[config.mk]
export PLATFORM = sky130hd
export DESIGN_NAME = thick_line_rasterizer_top
export DESIGN_NICKNAME = d
export VERILOG_FILES = /design/src/rtl/tlr_pkg.sv /design/src/rtl/tlr_front.sv /design/src/rtl/tlr_fifo.sv /design/src/rtl/tlr_back.sv /design/src/rtl/tlr_emit.sv /design/src/rtl/thick_line_rasterizer_top.sv
export SDC_FILE = /design/constraint.sdc
export NUM_CORES = 2
export LEC_CHECK = 0
export BUFFER_PORTS_ARGS = -buffer_cell sky130_fd_sc_hd__buf_4
export CAP_MARGIN = 20
export CORE_MARGIN = 3
export CORE_UTILIZATION = 63
export DETAILED_ROUTE_END_ITERATION = 7
export PLACE_DENSITY = 0.81
export SLEW_MARGIN = 20
export SYNTH_ARGS = -nofsm -noshare
export SYNTH_HDL_FRONTEND = slang
export SYNTH_SLANG_ARGS = --single-unit
[constraint.sdc]
create_clock -name clk -period 6.87 [get_ports clk]
set_input_delay 0.3435 -clock clk [delete_from_list [all_inputs] [get_ports clk]]
set_output_delay 0.3435 -clock clk [all_outputs]
set_load 0.005 [all_outputs]
[src/rtl/tlr_pkg.sv]
// Shared types and constants for the thick line rasterizer.
// Used by every module of the block; depends on nothing else.
package tlr_pkg;

  localparam int COORD_BITS_DEF    = 13;
  localparam int MAX_THICKNESS_DEF = 63;
  localparam int QUEUE_DEPTH_DEF   = 2;

  localparam int IN_COORD_W = 12;
  localparam int DELTA_W    = IN_COORD_W + 1;
  localparam int MAG_W      = IN_COORD_W;
  localparam int THICK_IN_W = 6;
  localparam int COLOUR_W   = 8;
  localparam int STRIDE_W   = 13;
  localparam int OFFSET_W   = 27;
  // Four bytes per pixel.
  localparam int PIX_SHIFT  = 2;
  // Error sums grow by at most |dx|+|dy| per step over at most 4095 steps.
  localparam int ERR_W      = 28;

  localparam logic [STRIDE_W-1:0] STRIDE_RESET = STRIDE_W'(640);

  typedef enum logic {
    CMD_START = 1'b0,
    CMD_STEP  = 1'b1
  } cmd_t;

  // One classified command as it sits in the queue.
  typedef struct packed {
    cmd_t                          cmd;
    logic signed [IN_COORD_W-1:0]  start_x;
    logic signed [IN_COORD_W-1:0]  start_y;
    logic signed [DELTA_W-1:0]     dx;
    logic signed [DELTA_W-1:0]     dy;
    logic        [MAG_W-1:0]       adx;
    logic        [MAG_W-1:0]       ady;
    logic        [MAG_W-1:0]       steps;
    logic                          along_x;
    logic        [THICK_IN_W-1:0]  thickness;
    logic        [COLOUR_W-1:0]    red;
    logic        [COLOUR_W-1:0]    green;
    logic        [COLOUR_W-1:0]    blue;
  } line_cmd_t;

endpackage

[src/rtl/tlr_front.sv]
// Front end of the thick line rasterizer: classifies each input beat.
// Computes the deltas, magnitudes, line length and shift axis. Uses tlr_pkg.
module tlr_front import tlr_pkg::*; (
  input  logic                          in_command,
  input  logic signed [IN_COORD_W-1:0]  in_start_x,
  input  logic signed [IN_COORD_W-1:0]  in_start_y,
  input  logic signed [IN_COORD_W-1:0]  in_end_x,
  input  logic signed [IN_COORD_W-1:0]  in_end_y,
  input  logic        [COLOUR_W-1:0]    in_red,
  input  logic        [COLOUR_W-1:0]    in_green,
  input  logic        [COLOUR_W-1:0]    in_blue,
  input  logic        [THICK_IN_W-1:0]  in_thickness,
  output line_cmd_t                     cmd_o
);

  logic signed [DELTA_W-1:0] dx;
  logic signed [DELTA_W-1:0] dy;
  logic        [DELTA_W-1:0] adx_full;
  logic        [DELTA_W-1:0] ady_full;
  logic        [MAG_W-1:0]   adx;
  logic        [MAG_W-1:0]   ady;

  assign dx = DELTA_W'(in_end_x) - DELTA_W'(in_start_x);
  assign dy = DELTA_W'(in_end_y) - DELTA_W'(in_start_y);

  assign adx_full = dx[DELTA_W-1] ? -dx : dx;
  assign ady_full = dy[DELTA_W-1] ? -dy : dy;
  assign adx      = adx_full[MAG_W-1:0];
  assign ady      = ady_full[MAG_W-1:0];

  always_comb begin
    cmd_o.cmd       = cmd_t'(in_command);
    cmd_o.start_x   = in_start_x;
    cmd_o.start_y   = in_start_y;
    cmd_o.dx        = dx;
    cmd_o.dy        = dy;
    cmd_o.adx       = adx;
    cmd_o.ady       = ady;
    cmd_o.steps     = (adx > ady) ? adx : ady;
    cmd_o.along_x   = adx < ady;
    cmd_o.thickness = in_thickness;
    cmd_o.red       = in_red;
    cmd_o.green     = in_green;
    cmd_o.blue      = in_blue;
  end

endmodule

[src/rtl/tlr_fifo.sv]
// Short command queue between the front end and the line walker.
// Register based, one push and one pop per cycle. Uses tlr_pkg for defaults.
module tlr_fifo import tlr_pkg::*; #(
  parameter int WIDTH = 1,
  parameter int DEPTH = QUEUE_DEPTH_DEF
) (
  input  logic             clk,
  input  logic             rst_n,
  input  logic             push,
  input  logic [WIDTH-1:0] push_data,
  input  logic             pop,
  output logic [WIDTH-1:0] pop_data,
  output logic             full,
  output logic             empty
);

  localparam int PTR_W = (DEPTH > 1) ? $clog2(DEPTH) : 1;
  localparam int CNT_W = $clog2(DEPTH + 1);

  logic [WIDTH-1:0] mem_r [DEPTH];
  logic [PTR_W-1:0] wr_ptr_r, wr_ptr_nxt;
  logic [PTR_W-1:0] rd_ptr_r, rd_ptr_nxt;
  logic [CNT_W-1:0] count_r, count_nxt;
  logic             do_push;
  logic             do_pop;

  assign full     = (count_r == CNT_W'(DEPTH));
  assign empty    = (count_r == '0);
  assign do_push  = push && !full;
  assign do_pop   = pop && !empty;
  assign pop_data = mem_r[rd_ptr_r];

  always_comb begin
    wr_ptr_nxt = wr_ptr_r;
    rd_ptr_nxt = rd_ptr_r;
    count_nxt  = count_r;
    if (do_push) begin
      wr_ptr_nxt = (wr_ptr_r == PTR_W'(DEPTH - 1)) ? '0 : wr_ptr_r + 1'b1;
    end
    if (do_pop) begin
      rd_ptr_nxt = (rd_ptr_r == PTR_W'(DEPTH - 1)) ? '0 : rd_ptr_r + 1'b1;
    end
    if (do_push && !do_pop) begin
      count_nxt = count_r + 1'b1;
    end else if (do_pop && !do_push) begin
      count_nxt = count_r - 1'b1;
    end
  end

  always_ff @(posedge clk) begin
    if (!rst_n) begin
      wr_ptr_r <= '0;
      rd_ptr_r <= '0;
      count_r  <= '0;
    end else begin
      wr_ptr_r <= wr_ptr_nxt;
      rd_ptr_r <= rd_ptr_nxt;
      count_r  <= count_nxt;
    end
  end

  always_ff @(posedge clk) begin
    if (do_push) begin
      mem_r[wr_ptr_r] <= push_data;
    end
  end

endmodule

[src/rtl/tlr_back.sv]
// Line walker of the thick line rasterizer: error-sum stepping, line copies.
// Takes classified commands from the queue and registers at most one pixel
// per beat. Uses tlr_pkg.
module tlr_back import tlr_pkg::*; #(
  parameter int COORD_BITS    = COORD_BITS_DEF,
  parameter int MAX_THICKNESS = MAX_THICKNESS_DEF
) (
  input  logic                         clk,
  input  logic                         rst_n,
  input  logic                         q_valid,
  input  line_cmd_t                    q_data,
  output logic                         q_pop,
  input  logic                         p_ready,
  output logic                         p_valid,
  output logic signed [COORD_BITS-1:0] p_x,
  output logic signed [COORD_BITS-1:0] p_y,
  output logic        [COLOUR_W-1:0]   p_red,
  output logic        [COLOUR_W-1:0]   p_green,
  output logic        [COLOUR_W-1:0]   p_blue,
  output logic                         p_last
);

  localparam int CW    = COORD_BITS;
  localparam int TW    = $clog2(MAX_THICKNESS + 1);
  localparam int SAT_W = (TW > THICK_IN_W) ? TW : THICK_IN_W;

  // Line state.
  logic                         busy_r, busy_nxt;
  logic signed [CW-1:0]         cur_x_r, cur_x_nxt;
  logic signed [CW-1:0]         cur_y_r, cur_y_nxt;
  logic signed [ERR_W-1:0]      xerr_r, xerr_nxt;
  logic signed [ERR_W-1:0]      yerr_r, yerr_nxt;
  logic signed [IN_COORD_W-1:0] x0_r, x0_nxt;
  logic signed [IN_COORD_W-1:0] y0_r, y0_nxt;
  logic signed [DELTA_W-1:0]    dx_r, dx_nxt;
  logic signed [DELTA_W-1:0]    dy_r, dy_nxt;
  logic        [MAG_W-1:0]      adx_r, adx_nxt;
  logic        [MAG_W-1:0]      ady_r, ady_nxt;
  logic        [MAG_W-1:0]      len_r, len_nxt;
  logic        [MAG_W-1:0]      steps_r, steps_nxt;
  logic                         along_x_r, along_x_nxt;
  logic        [TW-1:0]         thick_r, thick_nxt;
  logic        [TW-1:0]         idx_r, idx_nxt;
  logic        [COLOUR_W-1:0]   red_r, red_nxt;
  logic        [COLOUR_W-1:0]   green_r, green_nxt;
  logic        [COLOUR_W-1:0]   blue_r, blue_nxt;

  // Pixel register.
  logic                         p_valid_r, p_valid_nxt;
  logic signed [CW-1:0]         p_x_r;
  logic signed [CW-1:0]         p_y_r;
  logic        [COLOUR_W-1:0]   p_red_r;
  logic        [COLOUR_W-1:0]   p_green_r;
  logic        [COLOUR_W-1:0]   p_blue_r;
  logic                         p_last_r;

  logic                         emit;
  logic                         last;

  // Thickness saturation for a start command.
  logic [SAT_W-1:0]             thick_ext;
  logic [TW-1:0]                thick_sat;

  // Walk terms.
  logic                         sx_pos, sy_pos;
  logic signed [ERR_W-1:0]      xs, ys;
  logic        [ERR_W-1:0]      xs_mag, ys_mag;
  logic                         x_go, y_go;
  logic signed [ERR_W-1:0]      xerr_walk, yerr_walk;
  logic signed [CW-1:0]         x_step, y_step;

  // Origin of the next parallel copy.
  logic [TW-1:0]                k_next;
  logic [TW-1:0]                half;
  logic signed [TW:0]           amt;
  logic signed [TW:0]           shift_amt;
  logic                         shift_neg;
  logic signed [CW-1:0]         off_x, off_y;
  logic [TW:0]                  line_cnt;

  assign thick_ext = SAT_W'(q_data.thickness);
  assign thick_sat = (thick_ext > SAT_W'(MAX_THICKNESS)) ? TW'(MAX_THICKNESS)
                                                         : TW'(thick_ext);

  assign sx_pos = !dx_r[DELTA_W-1] && (dx_r != '0);
  assign sy_pos = !dy_r[DELTA_W-1] && (dy_r != '0);
  assign x_step = sx_pos ? CW'(1) : {CW{1'b1}};
  assign y_step = sy_pos ? CW'(1) : {CW{1'b1}};

  assign xs     = xerr_r + ERR_W'(dx_r);
  assign ys     = yerr_r + ERR_W'(dy_r);
  assign xs_mag = xs[ERR_W-1] ? -xs : xs;
  assign ys_mag = ys[ERR_W-1] ? -ys : ys;
  assign x_go   = {xs_mag, 1'b0} > (ERR_W + 1)'(ady_r);
  assign y_go   = {ys_mag, 1'b0} > (ERR_W + 1)'(adx_r);

  assign xerr_walk = !x_go ? xs : (sx_pos ? xs - ERR_W'(ady_r) : xs + ERR_W'(ady_r));
  assign yerr_walk = !y_go ? ys : (sy_pos ? ys - ERR_W'(adx_r) : ys + ERR_W'(adx_r));

  // Copies go +1..T/2 first, then -1..(T-1)/2, along the minor axis.
  assign k_next    = idx_r + 1'b1;
  assign half      = thick_r >> 1;
  assign amt       = (k_next <= half) ? $signed({1'b0, k_next})
                                      : -$signed({1'b0, k_next - half});
  assign shift_neg = along_x_r ? !sx_pos : !sy_pos;
  assign shift_amt = shift_neg ? -amt : amt;
  assign off_x     = along_x_r ? CW'(shift_amt) : '0;
  assign off_y     = along_x_r ? '0 : CW'(shift_amt);

  assign line_cnt  = (thick_nxt == '0) ? (TW + 1)'(1) : {1'b0, thick_nxt};
  assign last      = (steps_nxt == '0) && (({1'b0, idx_nxt} + 1'b1) >= line_cnt);

  assign q_pop     = q_valid && p_ready;

  always_comb begin
    busy_nxt    = busy_r;
    cur_x_nxt   = cur_x_r;
    cur_y_nxt   = cur_y_r;
    xerr_nxt    = xerr_r;
    yerr_nxt    = yerr_r;
    x0_nxt      = x0_r;
    y0_nxt      = y0_r;
    dx_nxt      = dx_r;
    dy_nxt      = dy_r;
    adx_nxt     = adx_r;
    ady_nxt     = ady_r;
    len_nxt     = len_r;
    steps_nxt   = steps_r;
    along_x_nxt = along_x_r;
    thick_nxt   = thick_r;
    idx_nxt     = idx_r;
    red_nxt     = red_r;
    green_nxt   = green_r;
    blue_nxt    = blue_r;
    emit        = 1'b0;
    if (q_pop) begin
      if (q_data.cmd == CMD_START) begin
        // A start drops whatever line is running.
        x0_nxt      = q_data.start_x;
        y0_nxt      = q_data.start_y;
        dx_nxt      = q_data.dx;
        dy_nxt      = q_data.dy;
        adx_nxt     = q_data.adx;
        ady_nxt     = q_data.ady;
        len_nxt     = q_data.steps;
        steps_nxt   = q_data.steps;
        along_x_nxt = q_data.along_x;
        thick_nxt   = thick_sat;
        idx_nxt     = '0;
        red_nxt     = q_data.red;
        green_nxt   = q_data.green;
        blue_nxt    = q_data.blue;
        cur_x_nxt   = CW'(q_data.start_x);
        cur_y_nxt   = CW'(q_data.start_y);
        xerr_nxt    = '0;
        yerr_nxt    = '0;
        emit        = 1'b1;
      end else if (busy_r) begin
        if (steps_r != '0) begin
          cur_x_nxt = x_go ? cur_x_r + x_step : cur_x_r;
          cur_y_nxt = y_go ? cur_y_r + y_step : cur_y_r;
          xerr_nxt  = xerr_walk;
          yerr_nxt  = yerr_walk;
          steps_nxt = steps_r - 1'b1;
        end else begin
          idx_nxt   = k_next;
          cur_x_nxt = CW'(x0_r) + off_x;
          cur_y_nxt = CW'(y0_r) + off_y;
          xerr_nxt  = '0;
          yerr_nxt  = '0;
          steps_nxt = len_r;
        end
        emit = 1'b1;
      end
    end
    if (emit) begin
      busy_nxt = !last;
    end
  end

  assign p_valid_nxt = emit ? 1'b1 : (p_ready ? 1'b0 : p_valid_r);

  always_ff @(posedge clk) begin
    if (!rst_n) begin
      busy_r    <= 1'b0;
      p_valid_r <= 1'b0;
    end else begin
      busy_r    <= busy_nxt;
      p_valid_r <= p_valid_nxt;
    end
  end

  always_ff @(posedge clk) begin
    cur_x_r   <= cur_x_nxt;
    cur_y_r   <= cur_y_nxt;
    xerr_r    <= xerr_nxt;
    yerr_r    <= yerr_nxt;
    x0_r      <= x0_nxt;
    y0_r      <= y0_nxt;
    dx_r      <= dx_nxt;
    dy_r      <= dy_nxt;
    adx_r     <= adx_nxt;
    ady_r     <= ady_nxt;
    len_r     <= len_nxt;
    steps_r   <= steps_nxt;
    along_x_r <= along_x_nxt;
    thick_r   <= thick_nxt;
    idx_r     <= idx_nxt;
    red_r     <= red_nxt;
    green_r   <= green_nxt;
    blue_r    <= blue_nxt;
    if (emit) begin
      p_x_r     <= cur_x_nxt;
      p_y_r     <= cur_y_nxt;
      p_red_r   <= red_nxt;
      p_green_r <= green_nxt;
      p_blue_r  <= blue_nxt;
      p_last_r  <= last;
    end
  end

  assign p_valid = p_valid_r;
  assign p_x     = p_x_r;
  assign p_y     = p_y_r;
  assign p_red   = p_red_r;
  assign p_green = p_green_r;
  assign p_blue  = p_blue_r;
  assign p_last  = p_last_r;

endmodule

[src/rtl/tlr_emit.sv]
// Output stage of the thick line rasterizer: byte offset and result register.
// Holds the line stride register and multiplies y by it. Uses tlr_pkg.
module tlr_emit import tlr_pkg::*; #(
  parameter int COORD_BITS = COORD_BITS_DEF
) (
  input  logic                         clk,
  input  logic                         rst_n,
  input  logic                         cfg_write,
  input  logic        [STRIDE_W-1:0]   cfg_line_stride,
  input  logic                         p_valid,
  input  logic signed [COORD_BITS-1:0] p_x,
  input  logic signed [COORD_BITS-1:0] p_y,
  input  logic        [COLOUR_W-1:0]   p_red,
  input  logic        [COLOUR_W-1:0]   p_green,
  input  logic        [COLOUR_W-1:0]   p_blue,
  input  logic                         p_last,
  output logic                         p_ready,
  output logic                         out_valid,
  input  logic                         out_stall,
  output logic signed [COORD_BITS-1:0] out_pixel_x,
  output logic signed [COORD_BITS-1:0] out_pixel_y,
  output logic signed [OFFSET_W-1:0]   out_byte_offset,
  output logic        [COLOUR_W-1:0]   out_red,
  output logic        [COLOUR_W-1:0]   out_green,
  output logic        [COLOUR_W-1:0]   out_blue,
  output logic                         out_last_pixel
);

  localparam int CW    = COORD_BITS;
  localparam int LIN_W = OFFSET_W - PIX_SHIFT;
  localparam int PW    = (CW + STRIDE_W + 1 > LIN_W) ? CW + STRIDE_W + 1 : LIN_W;

  logic [STRIDE_W-1:0]        stride_r, stride_nxt;
  logic                       out_valid_r, out_valid_nxt;
  logic signed [CW-1:0]       pixel_x_r, pixel_y_r;
  logic signed [OFFSET_W-1:0] offset_r;
  logic [COLOUR_W-1:0]        red_r, green_r, blue_r;
  logic                       last_r;
  logic                       advance;
  logic [PW-1:0]              prod;
  logic [PW-1:0]              lin;

  // Low bits of the product are the same whether the operands are taken
  // as signed or unsigned once both are extended to the full width.
  assign prod = PW'(p_y) * PW'({1'b0, stride_r});
  assign lin  = prod + PW'(p_x);

  assign advance       = !out_valid_r || !out_stall;
  assign p_ready       = advance;
  assign out_valid_nxt = advance ? p_valid : out_valid_r;
  assign stride_nxt    = cfg_write ? cfg_line_stride : stride_r;

  always_ff @(posedge clk) begin
    if (!rst_n) begin
      stride_r    <= STRIDE_RESET;
      out_valid_r <= 1'b0;
    end else begin
      stride_r    <= stride_nxt;
      out_valid_r <= out_valid_nxt;
    end
  end

  always_ff @(posedge clk) begin
    if (advance && p_valid) begin
      pixel_x_r <= p_x;
      pixel_y_r <= p_y;
      offset_r  <= {lin[LIN_W-1:0], {PIX_SHIFT{1'b0}}};
      red_r     <= p_red;
      green_r   <= p_green;
      blue_r    <= p_blue;
      last_r    <= p_last;
    end
  end

  assign out_valid       = out_valid_r;
  assign out_pixel_x     = pixel_x_r;
  assign out_pixel_y     = pixel_y_r;
  assign out_byte_offset = offset_r;
  assign out_red         = red_r;
  assign out_green       = green_r;
  assign out_blue        = blue_r;
  assign out_last_pixel  = last_r;

endmodule

[src/rtl/thick_line_rasterizer_top.sv]
// Thick line rasterizer, top level: pixel generator for a 32-bit frame buffer.
// A start beat loads a line and gives its first pixel; each step beat gives
// the next pixel of the base line and its parallel copies, in order.
// Channels:
//   in_*  : command beats (start or step), valid/stall, taken when
//           in_valid is high and in_stall is low.
//   out_* : pixel beats (x, y, byte offset, colour, last flag), valid/stall.
//   cfg_* : line stride write, valid/ready; cfg_ready is always high.
// A command passes through the queue, the pixel register and the output
// register before its pixel appears. Throughput: one command per cycle
// when unstalled; the walker updates error sums and position per pixel.
// A step beat while no line is active is consumed and gives no pixel.
// When out_stall is held, the output beat holds, the pixel register behind
// it fills, then the command queue (QUEUE_DEPTH beats) fills and in_stall
// rises. Reset is synchronous: the queue empties, no line is active, no
// output beat is valid and the stride returns to 640.
// Depends on tlr_pkg, tlr_front, tlr_fifo, tlr_back and tlr_emit.
module thick_line_rasterizer_top import tlr_pkg::*; #(
  parameter int COORD_BITS    = COORD_BITS_DEF,
  parameter int MAX_THICKNESS = MAX_THICKNESS_DEF,
  parameter int QUEUE_DEPTH   = QUEUE_DEPTH_DEF
) (
  input  logic                         clk,
  input  logic                         rst_n,
  input  logic                         cfg_valid,
  output logic                         cfg_ready,
  input  logic        [STRIDE_W-1:0]   cfg_line_stride,
  input  logic                         in_valid,
  output logic                         in_stall,
  input  logic                         in_command,
  input  logic signed [IN_COORD_W-1:0] in_start_x,
  input  logic signed [IN_COORD_W-1:0] in_start_y,
  input  logic signed [IN_COORD_W-1:0] in_end_x,
  input  logic signed [IN_COORD_W-1:0] in_end_y,
  input  logic        [COLOUR_W-1:0]   in_red,
  input  logic        [COLOUR_W-1:0]   in_green,
  input  logic        [COLOUR_W-1:0]   in_blue,
  input  logic        [THICK_IN_W-1:0] in_thickness,
  output logic                         out_valid,
  input  logic                         out_stall,
  output logic signed [COORD_BITS-1:0] out_pixel_x,
  output logic signed [COORD_BITS-1:0] out_pixel_y,
  output logic signed [OFFSET_W-1:0]   out_byte_offset,
  output logic        [COLOUR_W-1:0]   out_red,
  output logic        [COLOUR_W-1:0]   out_green,
  output logic        [COLOUR_W-1:0]   out_blue,
  output logic                         out_last_pixel
);

  line_cmd_t                    front_cmd;
  line_cmd_t                    q_data;
  logic [$bits(line_cmd_t)-1:0] q_raw;
  logic                         q_full;
  logic                         q_empty;
  logic                         q_pop;
  logic                         p_ready;
  logic                         p_valid;
  logic signed [COORD_BITS-1:0] p_x;
  logic signed [COORD_BITS-1:0] p_y;
  logic        [COLOUR_W-1:0]   p_red;
  logic        [COLOUR_W-1:0]   p_green;
  logic        [COLOUR_W-1:0]   p_blue;
  logic                         p_last;

  assign cfg_ready = 1'b1;
  assign in_stall  = q_full;
  assign q_data    = line_cmd_t'(q_raw);

  tlr_front u_front (
    .in_command   (in_command),
    .in_start_x   (in_start_x),
    .in_start_y   (in_start_y),
    .in_end_x     (in_end_x),
    .in_end_y     (in_end_y),
    .in_red       (in_red),
    .in_green     (in_green),
    .in_blue      (in_blue),
    .in_thickness (in_thickness),
    .cmd_o        (front_cmd)
  );

  tlr_fifo #(
    .WIDTH ($bits(line_cmd_t)),
    .DEPTH (QUEUE_DEPTH)
  ) u_queue (
    .clk       (clk),
    .rst_n     (rst_n),
    .push      (in_valid),
    .push_data (front_cmd),
    .pop       (q_pop),
    .pop_data  (q_raw),
    .full      (q_full),
    .empty     (q_empty)
  );

  tlr_back #(
    .COORD_BITS    (COORD_BITS),
    .MAX_THICKNESS (MAX_THICKNESS)
  ) u_back (
    .clk     (clk),
    .rst_n   (rst_n),
    .q_valid (!q_empty),
    .q_data  (q_data),
    .q_pop   (q_pop),
    .p_ready (p_ready),
    .p_valid (p_valid),
    .p_x     (p_x),
    .p_y     (p_y),
    .p_red   (p_red),
    .p_green (p_green),
    .p_blue  (p_blue),
    .p_last  (p_last)
  );

  tlr_emit #(
    .COORD_BITS (COORD_BITS)
  ) u_emit (
    .clk             (clk),
    .rst_n           (rst_n),
    .cfg_write       (cfg_valid && cfg_ready),
    .cfg_line_stride (cfg_line_stride),
    .p_valid         (p_valid),
    .p_x             (p_x),
    .p_y             (p_y),
    .p_red           (p_red),
    .p_green         (p_green),
    .p_blue          (p_blue),
    .p_last          (p_last),
    .p_ready         (p_ready),
    .out_valid       (out_valid),
    .out_stall       (out_stall),
    .out_pixel_x     (out_pixel_x),
    .out_pixel_y     (out_pixel_y),
    .out_byte_offset (out_byte_offset),
    .out_red         (out_red),
    .out_green       (out_green),
    .out_blue        (out_blue),
    .out_last_pixel  (out_last_pixel)
  );

endmodule

# == Word-level counts from Yosys, hierarchy flattened ==
# Memory sizes are Yosys's and may differ from the RTL's. A register that Yosys moved wholly into a read port is not among the register bits.
# Cells that the tools add are included.
# totals
reg_bits,364
ram_bits,236
input_bits,97
mem_count,1
# memory_table
memory,depth,word_bits,rd,rd_clocked_by_memory_dff,write_ports,line_no,rtl
u_queue.mem_r,2,118,1,1,1,tlr_fifo.sv:20,logic [WIDTH-1:0] mem_r [DEPTH];
# classes
add_sub_neg,27
n_mul,1
order_cmp,7
n_eq_ne,2
mux,61
n_bitwise,1
reduce_logical,31
# op_table
op,count
2-to-1 mux 28 bit,10
2-to-1 mux 13 bit,14
2-to-1 mux 12 bit,7
greater-than comparator 29 x 12 -> 1 bit,2
adder 28 x 12 -> 28 bit,2
adder 28 x 13 -> 28 bit,2
negator 28 bit,2
subtractor 28 x 12 -> 28 bit,2
2-to-1 mux 6 bit,8
2-to-1 mux 8 bit,6
adder 12 x 13 -> 13 bit,2
adder 13 bit,2
nonzero test 13 bit,2
subtractor 12 x 12 -> 13 bit,2
adder 25 bit,1
multiplier 13 x 14 -> 25 bit,1
negator 12 bit,2
2-to-1 mux 7 bit,2
greater-than comparator 12 bit,1
zero test 12 bit,1
less-than comparator 12 bit,1
2-to-1 mux 1 bit,12
nonzero test 12 bit,1
subtractor 12 x 1 -> 12 bit (second input constant),1
other kinds (22),44

# == Logic depth before layout (Yosys ltp) ==
# logic_depth
word_depth,12
depth_mapped,31
depth_no_buf,31

# == Modules after synthesis ==
# Synthesis repeated with hierarchy kept, for this count alone.
# hier_totals
cells_unflattened,4059
area_unflattened_um2,42179.2
# by_module_without_submodules
module,instances,cells_each,area_per_inst_um2,seq_area_each_um2
tlr_back,1,2433,21481.9,7347.0
tlr_emit,1,862,9265.1,2562.5
tlr_fifo,1,392,8814.7,7186.9
tlr_front,1,369,2602.5,0.0
thick_line_rasterizer_top,1,3,15.0,0.0

# == Worst setup path before layout ==
# Ideal clock, no wire load.
# synth_path
path_kind,register to register
start,reg u_back.dy_r[12]
end,"reg u_back.p_y_r[4] (netlist: u_back.p_y[4]), data pin"
arrival_ns,5.938
slack_ns,0.653
stages_incl_launch_ff,27
path_buffers,3
period_less_slack_ns,6.217
cell_sequence,edfxtp_1 > ha_1 > a21o_1 > a21o_1 > a2111oi_0 > o31a_1 > nor2b_1 > a211o_1 > clkbuf_1 > clkbuf_1 > clkbuf_1 > o21ai_0 > ha_1 > and4b_1 > a211o_1 > a21oi_1 > o21ai_0 > a21o_1 > a21o_1 > a21oi_1 > o221ai_1 > a2111oi_0 > and3_1 > o2111ai_1 > or4_1 > a31oi_1 > o21ai_1
# synth_between
elab_chain_len,11
word_cells_on_any_way,19
classes_between,4 x add/sub; 1 x order compare; 10 x mux; 4 x reduce/logical
# synth_lines
element,line_no,rtl
start: declaration,tlr_back.sv:36,"logic signed [DELTA_W-1:0] dy_r, dy_nxt;"
start signal: assignment,tlr_back.sv:201,dy_r <= dy_nxt;
branches (longest 7 deep; another with greater-than comparator 29 x 12 -> 1 bit),-,
2-to-1 mux 13 bit (*),tlr_back.sv:159,if (steps_r != '0) begin
2-to-1 mux 13 bit (*),tlr_back.sv:158,end else if (busy_r) begin
2-to-1 mux 13 bit (*),tlr_back.sv:137,if (q_data.cmd == CMD_START) begin
2-to-1 mux 13 bit (*),tlr_back.sv:136,if (q_pop) begin
via u_back.cur_y_nxt[4],tlr_back.sv:30,"logic signed [CW-1:0] cur_y_r, cur_y_nxt;"
end signal: assignment,tlr_back.sv:214,p_y_r <= cur_y_nxt;
end: declaration,tlr_back.sv:51,logic signed [CW-1:0] p_y_r;
# Mark *: on every way through the listed nets, which the timed path passes.
# A chain may end at the register's enable or synchronous reset.

# == Worst setup path in the final report ==
# layout_path
start,reg u_emit.stride_r[6]
end,"reg u_emit.offset_r[26] (netlist: u_emit.out_byte_offset[26]), data pin"
# layout_between
elab_chain_len,2
# layout_lines
element,line_no,rtl
start: declaration,tlr_emit.sv:33,"logic [STRIDE_W-1:0] stride_r, stride_nxt;"
start signal: assignment,tlr_emit.sv:58,stride_r <= stride_nxt;
multiplier 13 x 14 -> 25 bit,tlr_emit.sv:45,"assign prod = PW'(p_y) * PW'({1'b0, stride_r});"
adder 25 bit,tlr_emit.sv:46,assign lin = prod + PW'(p_x);
via u_emit.lin[24],tlr_emit.sv:41,logic [PW-1:0] lin;
end signal: assignment,tlr_emit.sv:67,"offset_r <= {lin[LIN_W-1:0], {PIX_SHIFT{1'b0}}};"
end: declaration,tlr_emit.sv:36,logic signed [OFFSET_W-1:0] offset_r;
# The timed path passes the listed nets, and every way through them passes these cells.

==> flow_summary.yaml <==
cells_and_area:
  layout_commonest_cell: "edfxtp_1"
  fin_area_sq_um: 45200
  finalNonFillerCells: 4904
  final_nets: 4585
  n_fill_cell: 4278
  seq_area_sq_um: 16900
  drive_above_1_share: 0.121
  final_cell_mix: "500 x edfxtp_1, 357 x inv_1, 321 x ha_1"
  multiInputGateArea_sq_um: 21300
  area_growth_pct: 13.0
yosys:
  synth_edf_count: 500
  synth_largest_area_cell: "edfxtp_1"
  netlist_top_cells_area: "edfxtp_1 38%, ha_1 10%, fa_1 7.7%"
  async_flop_share: 0
  ys_ff_latch: 595
  syn_area_per_cell_sq_um: 10.6
  synth_warnings: 0
  netlist_area_sq_um: 40000
  seq_area_frac_synth: 0.423
  synth_cell_types: 100
  synth_top_area_share: 0.375
  synth_ff_type: "edfxtp_1"
  synthCells: 3763
global_route:
  gr-usage-all-layers: 0.304
  grt_pass1_vias: 30121
  grt_max_degree: 65
  antenna_found_initial: 1
  grt_pass1_wl_microns: 161000
  overflow: 0
timing:
  period_minus_slack_ns: 6.48
  whs_ns: 0.0533
  finalSetupViolCount: 0
  skew_ns: 0.0610
  tightest_slew_ns: 1.04
  period_share: 0.943
  drv_slew: 0
  hold_viol: 0
  slew_headroom: 0.289
  max_freq_ghz: 0.154
routing:
  num_vias: 30025
  ant_nets: 0
  routedWlPerCell_microns: 20.8
  drc: 0
  firstDrtPassIters: 5
  first_iter_violations: 2691
  vias_per_cell: 6.12
  routed_wl_microns: 102000
floorplanning:
  die_w_microns: 258
  die_h_microns: 258
  core_area_sq_um: 62300
  die_area_sq_um: 66600
  num_rows: 91
  start_util: 0.643
  ioPinCount: 178
clock_tree:
  htreeDepth: 2
  cts_made_buffers: 60
  cts_sinks: 595
  cts.clk_slew.worst_paths_ns: 0.06
  clock-root-buffer: "clkbuf_16"
  clock_latency_ns: 0.66
  clock_path_buffers: 3
  cts_tree: "built"
place:
  numPortBuffers: 174
  gp_congestion: 0.923
  place_area_sq_um: 42400
  dp.cells: 4717
  dpl.hpwl_microns: 72400
setup_path:
  end_kind: "flop"
  arrival_ns: 6.83
  startpoint_type: "flop"
  path_max_fanout: 14
  crit_type: "reg2reg"
  required_ns: 7.22
outcome:
  status: "completed"
run:
  drv_cap: 0
min_path:
  hp-class: "in2reg"
sequential cells by signal, summed over array words and instances (netlist names), 13 cells and up, named ones only:
| name | flops |
|---|---|
| u_emit.out_byte_offset | 25 |
| u_emit.out_pixel_x | 13 |
| u_back.p_x | 13 |
| u_back.dy_r | 13 |
| u_emit.out_pixel_y | 13 |
| u_back.cur_y_r | 13 |
| u_back.xerr_r | 28 |
| u_back.yerr_r | 28 |
| u_emit.stride_r | 13 |
| u_queue.mem_r | 232 |
| u_back.p_y | 13 |
| u_back.cur_x_r | 13 |
routing by layer:
layer  share of wire  vias up  global-route usage
met5               0        -                   0
met4           0.034        0               0.111
met3           0.080      233              0.0445
met2            0.48     1312               0.512
met1            0.41    14502               0.402
li1                -    13978                   -
stage by stage:
step           TNS (ns)  utilization  worst slack (ns)
3_5_place_dp          0        0.681             0.263
2_1_floorplan         0            -             0.653
5_1_grt        -0.00810        0.726          -0.00810
3_3_place_gp          0        0.681             0.419
6_report              0        0.726             0.393
4_1_cts               0        0.725             0.215
cell usage after synthesis (18+ instances only):
cell / count
a21boi_0: 18
o21ai_0: 184
nor2b_1: 45
a31oi_1: 28
o21a_1: 25
mux2i_1: 79
clkbuf_1: 92
nor4_1: 21
nor2_1: 224
a21oi_1: 209
edfxtp_1: 500
o31ai_1: 31
and2_1: 76
ha_1: 321
a211oi_1: 26
nand2_1: 296
dfxtp_1: 95
nor3_1: 64
inv_1: 358
or4_1: 20
xor2_1: 51
or3_1: 22
nand3_1: 52
nand2b_1: 49
mux2_2: 91
nand4_1: 21
and3_1: 28
a21o_1: 73
xnor2_1: 200
fa_1: 153
o21bai_1: 36
cell type report:
class | count | share of cell area
Timing Repair Buffer | 311 | 0.0552
Inverter | 361 | 0.0301
Clock buffer | 83 | 0.0382
Tap cell | 837 | 0.0232
Clock inverter | 31 | 0.00863
Sequential cell | 595 | 0.374
Antenna cell | 1 | 0.0000553
Multi-Input combinational cell | 2685 | 0.470
cells by family after synthesis:
family | synth area share
flip-flops | 0.423
buffers and inverters | 0.0469
AND/OR/NAND/NOR | 0.119
other | 0.000188
adder cells (fa/ha/maj) | 0.177
AO/OA/AOI/OAI | 0.133
XOR/XNOR | 0.0553
multiplexers | 0.0454
worst paths after layout:
check                                to               start  slack (ns)  cells past startpoint
max          u_emit.out_byte_offset[26]  u_emit.stride_r[6]        0.39                     22
min                  u_emit.stride_r[5]  cfg_line_stride[5]        0.05                      3
min reg2reg           u_emit.out_red[7]     u_back.p_red[7]        0.42                      0
max reg2reg  u_emit.out_byte_offset[26]  u_emit.stride_r[6]        0.39                     22
worst max-delay path: stages, from the launching register on:
cell and delay (ns):
dfxtp_1 0.66, nand2_1 0.16, fa_1 0.53, inv_1 0.05
fa_1 0.50, fa_1 0.51, inv_1 0.05, fa_1 0.47
fa_1 0.56, inv_1 0.06, fa_1 0.48, ha_1 0.36
inv_1 0.06, o21bai_1 0.17, a21oi_1 0.12, o211ai_1 0.34
a31oi_1 0.21, a211oi_1 0.35, a41o_1 0.25, o21ai_0 0.08
nand2b_1 0.08, a21oi_1 0.07, xnor2_1 0.12
timing repair:
action                                 4_1_cts  5_1_grt
buffers inserted                             0        8
endpoints found under the hold margin      119        0
hold buffers                                64        0
setup endpoints to repair                    0       79
resized for setup                            0        7
Power is not shown: default switching activity piles up to over one toggle a cycle in this logic, so the estimate is an artifact.
